===== config.mk =====
export PLATFORM = sky130hd
export DESIGN_NAME = meb_ctrl
export DESIGN_NICKNAME = d
export VERILOG_FILES = /design/src/hdl/meb_pkg.sv /design/src/hdl/meb_ctrl.sv
export VERILOG_INCLUDE_DIRS = /design/src /design/src/hdl
export SDC_FILE = /design/constraint.sdc
export NUM_CORES = 1
export LEC_CHECK = 0
export BUFFER_PORTS_ARGS = -buffer_cell sky130_fd_sc_hd__buf_4
export CAP_MARGIN = 20
export CORE_AREA = 2 2 39 41
export CTS_BUF_LIST = sky130_fd_sc_hd__clkbuf_4 sky130_fd_sc_hd__clkbuf_8
export DETAILED_ROUTE_END_ITERATION = 7
export DIE_AREA = 0 0 41 43
export PLACE_DENSITY_LB_ADDON = 0.12
export SLEW_MARGIN = 0
export SYNTH_ARGS = -nofsm -noshare
export SYNTH_HDL_FRONTEND = slang
export SYNTH_SLANG_ARGS = --single-unit

===== constraint.sdc =====
create_clock -name clock -period 1.4 [get_ports clock]
set_input_delay 0.21 -clock clock [delete_from_list [all_inputs] [get_ports clock]]
set_output_delay 0.21 -clock clock [all_outputs]
set_load 0.005 [all_outputs]

===== src/hdl/mandelbrot_escape_blend_defines.svh =====
// ---------------------------------------------------------------------------
// Mandelbrot escape blend: assertion macros
// Shared property shorthands; each expects clock and reset in scope.
// ---------------------------------------------------------------------------
`ifndef MANDELBROT_ESCAPE_BLEND_DEFINES_SVH
`define MANDELBROT_ESCAPE_BLEND_DEFINES_SVH

// Same-cycle implication.
`define MEB_ASSERT_IMP(lbl, ante, cons, msg) \
   lbl: assert property (@(posedge clock) disable iff (reset) (ante) |-> (cons)) \
      else $error(msg);

// Next-cycle implication.
`define MEB_ASSERT_NXT(lbl, ante, cons, msg) \
   lbl: assert property (@(posedge clock) disable iff (reset) (ante) |=> (cons)) \
      else $error(msg);

`endif


===== src/hdl/meb_pkg.sv =====
// ---------------------------------------------------------------------------
// Mandelbrot escape blend: shared package
// Constants, register and mode codes, controller/datapath interface types.
// ---------------------------------------------------------------------------
`default_nettype none

package meb_pkg;

   localparam int MAX_WIDTH       = 4096;
   localparam int MAX_HEIGHT      = 4096;
   localparam int COORD_FRAC_BITS = 28;

   // Escape threshold 4.0 (radius 2.0 squared) in the product scale.
   localparam bit          CAN_ESCAPE = (2 * COORD_FRAC_BITS + 2) < 64;
   localparam logic [63:0] ESC_THRESH = CAN_ESCAPE ? (64'd4 << (2 * COORD_FRAC_BITS)) : '0;

   localparam logic [2:0] REG_MIN_X    = 3'd0;
   localparam logic [2:0] REG_MIN_Y    = 3'd1;
   localparam logic [2:0] REG_STEP_X   = 3'd2;
   localparam logic [2:0] REG_STEP_Y   = 3'd3;
   localparam logic [2:0] REG_MAX_ITER = 3'd4;
   localparam logic [2:0] REG_BLEND    = 3'd5;

   localparam logic [1:0] MODE_OVERLAY  = 2'd0;
   localparam logic [1:0] MODE_ADD      = 2'd1;
   localparam logic [1:0] MODE_SUBTRACT = 2'd2;

   typedef struct packed {
      logic load;
      logic pt_mul;
      logic pt_add;
      logic it_mul;
      logic it_step;
      logic esc_take;
      logic pow_init;
      logic pow_step;
      logic finish;
   } cmd_type;

   typedef struct packed {
      logic iter_end;
      logic escaped;
      logic overlay;
      logic pow_done;
   } sts_type;

   // Clamp a signed sum to the 32-bit range.
   function automatic logic signed [31:0] sat32(input logic signed [65:0] v);
      if (v[65:31] == '0 || v[65:31] == '1) begin
         return v[31:0];
      end else if (v[65]) begin
         return 32'sh8000_0000;
      end else begin
         return 32'sh7FFF_FFFF;
      end
   endfunction

   // floor(p / 255) for p <= 255*255, by reciprocal with rounding offset.
   function automatic logic [7:0] div255(input logic [15:0] p);
      logic [16:0] t;
      t = 17'(p) + 17'(p >> 8) + 17'd1;
      return t[15:8];
   endfunction

endpackage

`default_nettype wire


===== src/hdl/meb_ctrl.sv =====
// ---------------------------------------------------------------------------
// Mandelbrot escape blend: controller
// Sequences point setup, the escape loop, the overlay power loop and output.
// ---------------------------------------------------------------------------
`default_nettype none
`include "mandelbrot_escape_blend_defines.svh"

module meb_ctrl import meb_pkg::*; (
   input  wire logic    clock,
   input  wire logic    reset,
   input  wire logic    start,
   output logic         busy,
   output logic         rsp_valid,
   output cmd_type      cmd,
   input  wire sts_type sts
);

   localparam logic [2:0] ST_IDLE     = 3'd0;
   localparam logic [2:0] ST_PT_MUL   = 3'd1;
   localparam logic [2:0] ST_PT_ADD   = 3'd2;
   localparam logic [2:0] ST_IT_MUL   = 3'd3;
   localparam logic [2:0] ST_IT_UPD   = 3'd4;
   localparam logic [2:0] ST_POW_INIT = 3'd5;
   localparam logic [2:0] ST_POW      = 3'd6;
   localparam logic [2:0] ST_FINISH   = 3'd7;

   logic [2:0] state_ff, state_in;
   logic       rsp_valid_ff, rsp_valid_in;

   always_comb begin
      state_in     = state_ff;
      rsp_valid_in = 1'b0;
      cmd          = '0;
      unique case (state_ff)
         ST_IDLE: begin
            if (start) begin
               cmd.load = 1'b1;
               state_in = ST_PT_MUL;
            end
         end
         ST_PT_MUL: begin
            cmd.pt_mul = 1'b1;
            state_in   = ST_PT_ADD;
         end
         ST_PT_ADD: begin
            cmd.pt_add = 1'b1;
            state_in   = ST_IT_MUL;
         end
         ST_IT_MUL: begin
            if (sts.iter_end) begin
               state_in = ST_POW_INIT;
            end else begin
               cmd.it_mul = 1'b1;
               state_in   = ST_IT_UPD;
            end
         end
         ST_IT_UPD: begin
            if (sts.escaped) begin
               cmd.esc_take = 1'b1;
               state_in     = ST_POW_INIT;
            end else begin
               cmd.it_step = 1'b1;
               state_in    = ST_IT_MUL;
            end
         end
         ST_POW_INIT: begin
            cmd.pow_init = 1'b1;
            state_in     = sts.overlay ? ST_POW : ST_FINISH;
         end
         ST_POW: begin
            if (sts.pow_done) begin
               state_in = ST_FINISH;
            end else begin
               cmd.pow_step = 1'b1;
            end
         end
         ST_FINISH: begin
            cmd.finish   = 1'b1;
            rsp_valid_in = 1'b1;
            state_in     = ST_IDLE;
         end
         default: begin
            state_in = ST_IDLE;
         end
      endcase
   end

   always_ff @(posedge clock) begin
      if (reset) begin
         state_ff     <= ST_IDLE;
         rsp_valid_ff <= 1'b0;
      end else begin
         state_ff     <= state_in;
         rsp_valid_ff <= rsp_valid_in;
      end
   end

   assign busy      = (state_ff != ST_IDLE);
   assign rsp_valid = rsp_valid_ff;

   `MEB_ASSERT_IMP(a_strobe_in_idle, rsp_valid_ff, state_ff == ST_IDLE, "strobe outside idle")
   `MEB_ASSERT_NXT(a_finish_strobes, state_ff == ST_FINISH, rsp_valid_ff, "finish without strobe")
   `MEB_ASSERT_NXT(a_accept_setup, start && state_ff == ST_IDLE, state_ff == ST_PT_MUL, "accept lost")

endmodule

`default_nettype wire


==> results of run 1 <==
what timing repair did:
| item | CTS | global route |
|---|---|---|
| setup buffers | 5 | 0 |
| gates resized for setup | 7 | 2 |
| endpoints found under the hold margin | 0 | 0 |
| endpoints found under the setup margin | 8 | 2 |
| hold buffers | 0 | 0 |
registers in the layout, summed over array words and instances, names as in the netlist:
signal     count
rsp_valid      1
state_ff       3
worst max-delay path by stage:
stage | from | endpoint
floorplan | state_ff[2] | cmd[8]
global placement | state_ff[2] | cmd[1]
finish | state_ff[2] | cmd[8]
detailed placement | state_ff[1] | state_ff[0]
global route | state_ff[2] | cmd[8]
CTS | state_ff[2] | cmd[8]
kinds of logic after synthesis:
| logic type | Yosys count |
|---|---|
| xor+xnor | 1 |
| buf+inv | 5 |
| compound gates | 4 |
| flops | 4 |
| simple gates | 18 |
per-layer routing:
| layer | track usage | up-vias |
|---|---|---|
| met5 | 0 | - |
| met4 | 0.08000 | 0 |
| met3 | 0.04712 | 0 |
| met2 | 0.1594 | 8 |
| met1 | 0.1154 | 139 |
| li1 | - | 154 |
Yosys cell counts (all sizes together):
cell and count:
a2111oi 1, a21oi 2, and3 1, and3b 2
buf 4, dfxtp 4, inv 1, nand2 1
nand2b 1, nor2 3, nor2b 1, nor3 3
nor3b 4, nor4 1, o21ba 1, or3 1
xor2 1
final cells by class:
class                      count  share of cell area
multi-input combinational     23              0.3779
timing repair buffer          22              0.3393
sequential                     4              0.1877
clock buffer                   3             0.04627
tap                           16             0.04113
inverter                       1            0.007712
per-stage QoR:
stage          utilization  hold WS [ns]  cell area [µm²]  setup TNS [ns]
2_1_floorplan            -        0.2816            280.3               0
3_3_place_gp        0.2884        0.4185            399.1               0
3_5_place_dp        0.2884        0.4173            399.1               0
4_1_cts             0.3454        0.1597            478.0               0
5_1_grt             0.3517        0.1678            486.7        -0.02411
6_report            0.3517        0.1685            486.7               0
power breakdown:
| group | switching [W] | internal (W) | total, W |
|---|---|---|---|
| Clock | 0.0000478 | 0.0000959 | 0.000144 |
| Sequential | 0.0000315 | 0.000132 | 0.000163 |
| Combinational | 0.0000630 | 0.000113 | 0.000176 |
==> metrics.txt, run 1 <==
Port Buffers 17; crit path max fanout 5; slowest stage delay, CP 0.39 ns; Top Family by Delay on Critical Path simple AND/OR/NAND/NOR gates; ANT nets after route 0; total power 0.0004835 W; initial DRC count 2; Ys Warns 0; fillers 153; ANT cells 0; element type at the critical path start flop; Levels on crit path 3; DR WL/cell 10.55 µm; post-synthesis sequential area ratio 0.2857; GRT overflow 0; r2r setup slk 0.31 ns; DRT met1 WL 291 µm; fmax 0.7298 GHz; worst slew pin tran 0.2571 ns; vias in the first global route 305; Cells after Synth 32; RSZ-0062 raised after global routing yes; Worst Hold Endpoint state_ff[0]; first-pass GRT wire length 1.269 mm; P per Cell Area 993.3 nW/µm²; critical path type flop to output pin; # rows 14; Root Buffer clkbuf_4; Clock Latency Late Sink 0.24 ns; Final setup violation count 0; DIE HEIGHT 43 µm; min Tclk post-route 1.370 ns; Hold/Removal Path Class input pin to flop; DIE WIDTH 41 µm; R2R Path End state_ff[0]; I/O pin count 18; CTS buffer count 3; Compound-Gate Fraction of Synth Area 0.1250; Synth top area share 0.2857; Vias 301; CTS H-tree depth 1; syn nets 39; met3 wire length 31 µm; proportion of synthesized area in mux cells 0; Placer Congestion 0.7294; Worst Hold Depth 2; Simple-Gate Fraction of Synth Area 0.4420; top sig layer met3; Final Hold Fails 0; Peak VDD IR 0.3561 mV; detailed-route vias per instance 4.362; flops & latches, synth 4; Post-Route WL 728 µm; static leakage 0.2460 nW; commonest non-fill, non-tap cell in the layout buf_4; CTS tree built; Syn Area/Cell 8.758 µm²; cell taking the most area after synthesis dfxtp_1; Clock Skews 0.002983 ns; min-delay src reset; max cap viols 0; Max Buffers Root-to-Sink 2; Layout Cells excl Fill 69; Total GRT Usage 0.1083; Netlist cell types 21; status finished clean; Worst EP arrival 1.16 ns; nets@finish 62; synthesized area 280.3 µm²; FF+latch area 91.34 µm²; Die Area 1763 µm²; ranking of synthesized cells by area dfxtp_1 29%, nor3b_1 8.0%, and3b_1 6.3%; Critical Path RT 1.19 ns; Worst-path clk slew 0.04 ns; xor-xnor portion of the synthesized cell area 0.03125; Adder-Cell Fraction of Synth Area 0; final setup margin 0.02977 ns; Pre-Repair DR Iteration Count 2; Initial Utilization 0.2025; Core ar. 1384 µm²; max-slew violation count 0; layout cells sized above 1 0.6415; # DRC 0; worst r2r src state_ff[1]; dpl ws 0.09369 ns; Sink Count 4; Critical path buffers and inverters 1; largest family of logic cells by synthesized area simple AND/OR/NAND/NOR gates; area of the multi-input gates 183.9 µm²; post-placement cell count 61; relative slew slack 0.8282; slowest CP cell or3_4; CP cell instances or3_4 > nor2_2 > buf_4; initial antenna violation count 0; Reg2Reg Depth 3; critical path endpoint category output pin; commonest non-fill, non-tap cells in the layout 22 x buf_4, 3 x nor3b_1, 3 x clkbuf_4, 3 x dfxtp_4; area grow syn2layout 73.66%; largest net degree at the start of global routing 15; fin crit share 0.9787; met2 wire len 405 µm
(Power assumes the default switching activity.)
==> run 2, diff against run 1 <==
--- a/config.mk
+++ b/config.mk
@@ -12,7 +12,7 @@
 export CTS_BUF_LIST = sky130_fd_sc_hd__clkbuf_4 sky130_fd_sc_hd__clkbuf_8
 export DETAILED_ROUTE_END_ITERATION = 7
 export DIE_AREA = 0 0 41 43
-export PLACE_DENSITY_LB_ADDON = 0.12
+export PLACE_DENSITY_LB_ADDON = 0.05
 export SLEW_MARGIN = 0
 export SYNTH_ARGS = -nofsm -noshare
 export SYNTH_HDL_FRONTEND = slang
==> run 2 against run 1 <==
Wire length shrank 7.8%. Setup slack lost 0.0071 ns. Critical path type unchanged. Critical endpoint unchanged. Via count shrank 1.0%. Largest cell class unchanged. Global-route usage shrank 2.1 points. Hold slack lost 0.00079 ns. Clock-buffer cell count is the same. Sequential power shrank 3%. Utilization shrank 0.090 points. Die area is the same. Clock skew shrank 0.0029 ns. Critical path depth is the same.
==> metrics.txt, run 2 (synthesis gave the netlist of run 1 again) <==
status finished clean (unchanged); RSZ-0062 raised after global routing yes (unchanged); CTS buffer count 3 (unchanged); switching power 0.0001322 W (was 0.0001422 W); Pre-Repair DR Iteration Count 2 (unchanged); max-slew violation count 0 (unchanged); Post-Route WL 671 µm (was 728 µm); Critical Path RT 1.19 ns (about the same); Core ar. 1384 µm² (unchanged); first-pass GRT wire length 1.007 mm (was 1.269 mm); ANT nets after route 0 (unchanged); Final Hold Fails 0 (unchanged); r2r setup slk 0.21 ns (was 0.31 ns); largest net degree at the start of global routing 12 (was 15); DIE WIDTH 41 µm (unchanged); relative slew slack 0.8332 (was 0.8282); static leakage 0.2427 nW (was 0.2460 nW); FF+latch area 88.84 µm² (was 91.34 µm²); Gate power share 0.380 (was 0.365); Final HPWL DP 504.6 µm; fin crit share 0.9838 (was 0.9787); Sw Share 0.2786 (was 0.2942); global routing usage on met1 0.09968 (was 0.1154); Root Buffer clkbuf_4 (unchanged); worst slew pin tran 0.2498 ns (was 0.2571 ns); GR met3 Demand/Resource 0.03141 (was 0.04712); R2R Path End state_ff[0] (unchanged); crit path max fanout 6 (was 5); Total GRT Usage 0.08735 (was 0.1083); min Tclk post-route 1.377 ns (was 1.370 ns); Placer Congestion 0.6787 (was 0.7294); commonest non-fill, non-tap cell in the layout buf_4 (unchanged); GR peak layer met2 (unchanged); CTS tree built (unchanged); Layout Cells excl Fill 70 (was 69); # DRC 0 (unchanged); GRT overflow 0 (unchanged); fmax 0.7261 GHz (was 0.7298 GHz); P per Cell Area 977.5 nW/µm² (was 993.3 nW/µm²); I/O pin count 18 (unchanged); Initial Utilization 0.2025 (unchanged); DR WL/cell 9.586 µm (was 10.55 µm); Final setup violation count 0 (unchanged); grt met2 use 0.1188 (was 0.1594); element type at the critical path start flop (unchanged); max cap viols 0 (unchanged); Int Power 0.0003423 W (was 0.0003413 W); initial antenna violation count 0 (unchanged); min-delay src reset (unchanged); layout cells sized above 1 0.6481 (was 0.6415); area of the multi-input gates 177.7 µm² (was 183.9 µm²); Worst EP arrival 1.17 ns (was 1.16 ns); Flop pwr share 0.334 (was 0.338); initial DRC count 3 (was 2); Top reg by flops state_ff (unchanged); total power 0.0004746 W (was 0.0004835 W); Worst-path clk slew 0.03 ns (was 0.04 ns); final setup margin 0.02271 ns (was 0.02977 ns); max reg flops 3 (unchanged); Hold/Removal Path Class input pin to flop (unchanged); critical path endpoint category output pin (unchanged); Clock power frac 0.286 (was 0.297); ANT cells 0 (unchanged); vias in the first global route 257 (was 305); fillers 150 (was 153); Vias 298 (was 301); Clock Skews 0.00009510 ns (was 0.002983 ns); # rows 14 (unchanged); Sink Count 4 (unchanged); Peak VDD IR 0.3097 mV (was 0.3561 mV); DIE HEIGHT 43 µm (unchanged); detailed-route vias per instance 4.257 (was 4.362); critical path type flop to output pin (unchanged); Worst Hold Endpoint state_ff[0] (unchanged); dpl ws 0.1593 ns (was 0.09369 ns); commonest non-fill, non-tap cells in the layout 23 x buf_4, 3 x nor3b_1, 3 x clkbuf_4 (was 22 x buf_4, 3 x nor3b_1, 3 x clkbuf_4, 3 x dfxtp_4); Clock Latency Late Sink 0.23 ns (was 0.24 ns); CTS H-tree depth 1 (unchanged); Worst Hold Depth 2 (unchanged); nets@finish 63 (was 62); worst r2r src state_ff[2] (was state_ff[1]); Max Buffers Root-to-Sink 2 (unchanged); post-placement cell count 63 (was 61); Port Buffers 17 (unchanged); Reg2Reg Depth 4 (was 3); area grow syn2layout 73.21% (was 73.66%); Die Area 1763 µm² (unchanged)
run 2: per-layer routing:
layer  wire [µm]  vias up
met1         285      131
met2         332       11
met5           0        -
li1            -      156
met3          53        0
met4           0        0
run 2: area by class of cell:
class                      instances  share of cell area
multi-input combinational         23              0.3660
timing repair buffer              23              0.3557
sequential                         4              0.1830
clock buffer                       3             0.04639
tap                               16             0.04124
inverter                           1            0.007732
run 2: worst max path at each step:
| stage | depth (start not counted) | start | endpoint |
|---|---|---|---|
| 4_1_cts | 3 | state_ff[2] | cmd[8] |
| 2_1_floorplan | 3 | state_ff[2] | cmd[8] |
| 6_report | 3 | state_ff[0] | cmd[8] |
| 3_5_place_dp | 3 | state_ff[1] | state_ff[0] |
| 3_3_place_gp | 3 | state_ff[1] | state_ff[0] |
| 5_1_grt | 3 | state_ff[0] | cmd[8] |
run 2: through the flow:
| step | util | TNS, ns | cell area, µm² | hold WS, ns |
|---|---|---|---|---|
| after floorplan | - | 0 | 280.3 | 0.2816 |
| after global placement | 0.2993 | 0 | 414.1 | 0.4145 |
| after detailed placement | 0.2993 | 0 | 414.1 | 0.4151 |
| after CTS | 0.3309 | 0 | 457.9 | 0.1694 |
| after global routing | 0.3508 | -0.03249 | 485.5 | 0.1601 |
| final | 0.3508 | 0 | 485.5 | 0.1677 |
run 2: timing repair:
item                                    CTS  global route
pin swaps                                 0             2
gates resized for setup                   4             3
endpoints found under the setup margin    6             3
gates cloned                              0             0
hold buffers                              0             0
buffers inserted                          2             2
run 2: power groups by stage:
| stage | sequential [W] | clock [W] | combinational, W |
|---|---|---|---|
| 6_report | 0.000158 | 0.000136 | 0.000180 |
| 5_1_grt | 0.000162 | 0.000155 | 0.000197 |
| 4_1_cts | 0.000160 | 0.000142 | 0.000169 |
| 3_5_place_dp | 0.000161 | 0 | 0.000161 |
| 3_3_place_gp | 0.000159 | 0 | 0.000163 |
| 2_1_floorplan | 0.000136 | 0 | 0.000108 |
run 2: worst max-delay path, stage by stage (launching register included):
cell and delay (ns):
dfxtp_4 0.35, or3_4 0.40, nor2_2 0.08, buf_4 0.11
==> run 3, diff against run 2 <==
--- a/config.mk
+++ b/config.mk
@@ -12,6 +12,7 @@
 export CTS_BUF_LIST = sky130_fd_sc_hd__clkbuf_4 sky130_fd_sc_hd__clkbuf_8
 export DETAILED_ROUTE_END_ITERATION = 7
 export DIE_AREA = 0 0 41 43
+export HOLD_SLACK_MARGIN = 0.08
 export PLACE_DENSITY_LB_ADDON = 0.05
 export SLEW_MARGIN = 0
 export SYNTH_ARGS = -nofsm -noshare
==> constraint.sdc (replaced) <==
create_clock -name clock -period 1.4 [get_ports clock]
set_input_delay 0.07 -clock clock [delete_from_list [all_inputs] [get_ports clock]]
set_output_delay 0.07 -clock clock [all_outputs]
set_load 0.005 [all_outputs]
==> run 3 against run 2 <==
Register-to-register slack better by 0.09 ns. Cell count down 4.3%. Non-clock buffer count down 3. Final area down 5.9%.
==> metrics.txt, run 3 (synthesis gave the netlist of run 1 again) <==
I/O pin count 18 (unchanged); Sink Count 4 (unchanged); CP cell instances or3_4 > nor2_1 > buf_4 (was or3_4 > nor2_2 > buf_4); slowest stage delay, CP 0.41 ns (was 0.40 ns); dpl ws 0.2258 ns (was 0.1593 ns); worst r2r src state_ff[2] (unchanged); Post-DP Area 406.6 µm² (was 414.1 µm²); Port Buffers 17 (unchanged); Die Area 1763 µm² (unchanged); Worst EP arrival 1.22 ns (was 1.17 ns); element type at the critical path start flop (unchanged); crit path max fanout 10 (was 6); # DRC 0 (unchanged); Placer Congestion 0.6774 (was 0.6787); ANT cells 0 (unchanged); area grow syn2layout 62.95% (was 73.21%); Layout Cells excl Fill 67 (was 70); critical path type flop to output pin (unchanged); fmax 0.7780 GHz (was 0.7261 GHz); Max Buffers Root-to-Sink 2 (unchanged); DIE WIDTH 41 µm (unchanged); CTS H-tree depth 1 (unchanged); Clock Skews 0.0007189 ns (was 0.00009510 ns); CTS buffer count 3 (unchanged); vias in the first global route 276 (was 257); fin crit share 0.9181 (was 0.9838); Clock Latency Late Sink 0.23 ns (about the same); P per Cell Area 1003 nW/µm² (was 977.5 nW/µm²); final setup margin 0.1147 ns (was 0.02271 ns); commonest non-fill, non-tap cells in the layout 19 x buf_4, 3 x nor3b_1, 3 x nor2_1, 3 x clkbuf_4 (was 23 x buf_4, 3 x nor3b_1, 3 x clkbuf_4); max cap viols 0 (unchanged); Hold/Removal Path Class input pin to flop (unchanged); initial antenna violation count 0 (unchanged); Final Cell Area 456.7 µm² (was 485.5 µm²); detailed-route vias per instance 4.209 (was 4.257); Final Hold Fails 0 (unchanged); Post-Route WL 668 µm (was 671 µm); GRT overflow 0 (unchanged); first-pass GRT wire length 1.041 mm (was 1.007 mm); Peak VDD IR 0.2544 mV (was 0.3097 mV); slowest CP cell or3_4 (unchanged); status finished clean (unchanged); max-slew violation count 0 (unchanged); fillers 156 (was 150); static leakage 0.2249 nW (was 0.2427 nW); Final setup violation count 0 (unchanged); Root Buffer clkbuf_4 (unchanged); commonest non-fill, non-tap cell in the layout buf_4 (unchanged); # rows 14 (unchanged); relative slew slack 0.8426 (was 0.8332); Vias 282 (was 298); Worst-path clk slew 0.04 ns (was 0.03 ns); Pre-Repair DR Iteration Count 2 (unchanged); min Tclk post-route 1.285 ns (was 1.377 ns); post-placement cell count 62 (was 63); largest net degree at the start of global routing 12 (unchanged); layout cells sized above 1 0.5686 (was 0.6481); Core ar. 1384 µm² (unchanged); critical path endpoint category output pin (unchanged); initial DRC count 2 (was 3); min-delay src start (was reset); CP startpoint state_ff[2] (was state_ff[0]); DR WL/cell 9.970 µm (was 9.586 µm); RSZ-0062 raised after global routing no (was yes); worst slew pin tran 0.2357 ns (was 0.2498 ns); DIE HEIGHT 43 µm (unchanged); Top Family by Delay on Critical Path simple AND/OR/NAND/NOR gates (unchanged); Critical path buffers and inverters 1 (unchanged); ANT nets after route 0 (unchanged); Total GRT Usage 0.08744 (was 0.08735); setup TNS 0 ns (unchanged); max reg flops 3 (unchanged); Initial Utilization 0.2025 (unchanged); nets@finish 60 (was 63); Top reg by flops state_ff (unchanged); CTS tree built (unchanged); Critical Path RT 1.33 ns (was 1.19 ns)
run 3: repair_timing:
item | in CTS | in global routing
endpoints found under the hold margin | 3 | 0
setup buffers | 0 | 1
resized for setup | 0 | 3
hold buffers | 1 | 0
setup endpoints to repair | 0 | 2
run 3: worst paths after layout:
check | slack [ns] | to | depth (start not counted)
setup / recovery | 0.11 | cmd[8] | 3
hold / removal | 0.19 | state_ff[0] | 3
hold reg to reg | 0.56 | state_ff[0] | 1
setup reg to reg | 0.30 | state_ff[0] | 3
run 3: area by class of cell:
cell class	count	area (µm²)	share of cell area
multi-input cells	23	175.2	0.3836
repair buffers	20	152.6	0.3342
flip-flops and latches	4	82.58	0.1808
clock buffers	3	22.52	0.04932
well taps	16	20.02	0.04384
inverters	1	3.754	0.008219
run 3: power by group:
part / total (W) / internal [W] / switching (W)
logic: 0.000166 / 0.000103 / 0.0000633
clock network: 0.000138 / 0.0000956 / 0.0000428
registers: 0.000153 / 0.000129 / 0.0000242
run 3: per-layer routing:
metal	track usage	up-vias	part of all wire
met5	0	-	0
met4	0.08000	0	0
met3	0.02094	0	0.069
met2	0.1188	11	0.50
met1	0.1065	122	0.43
li1	-	149	-
run 3: worst reg2reg max path: cells and delay by family, from the launching register on:
family / cells / cell delay, ns
DFF: 1 / 0.37
and+or+nand+nor: 2 / 0.54
AOI/OAI and AO/OA: 1 / 0.06
run 3: per-stage QoR:
stage	utilization	power, W	hold WS (ns)
final	0.3300	0.0004578	0.1851
after global routing	0.3300	0.0004950	0.1902
after CTS	0.3174	0.0004602	0.1881
after detailed placement	0.2939	0.0003135	0.2767
after global placement	0.2939	0.0003134	0.2772
after floorplan	-	0.0002444	0.1416
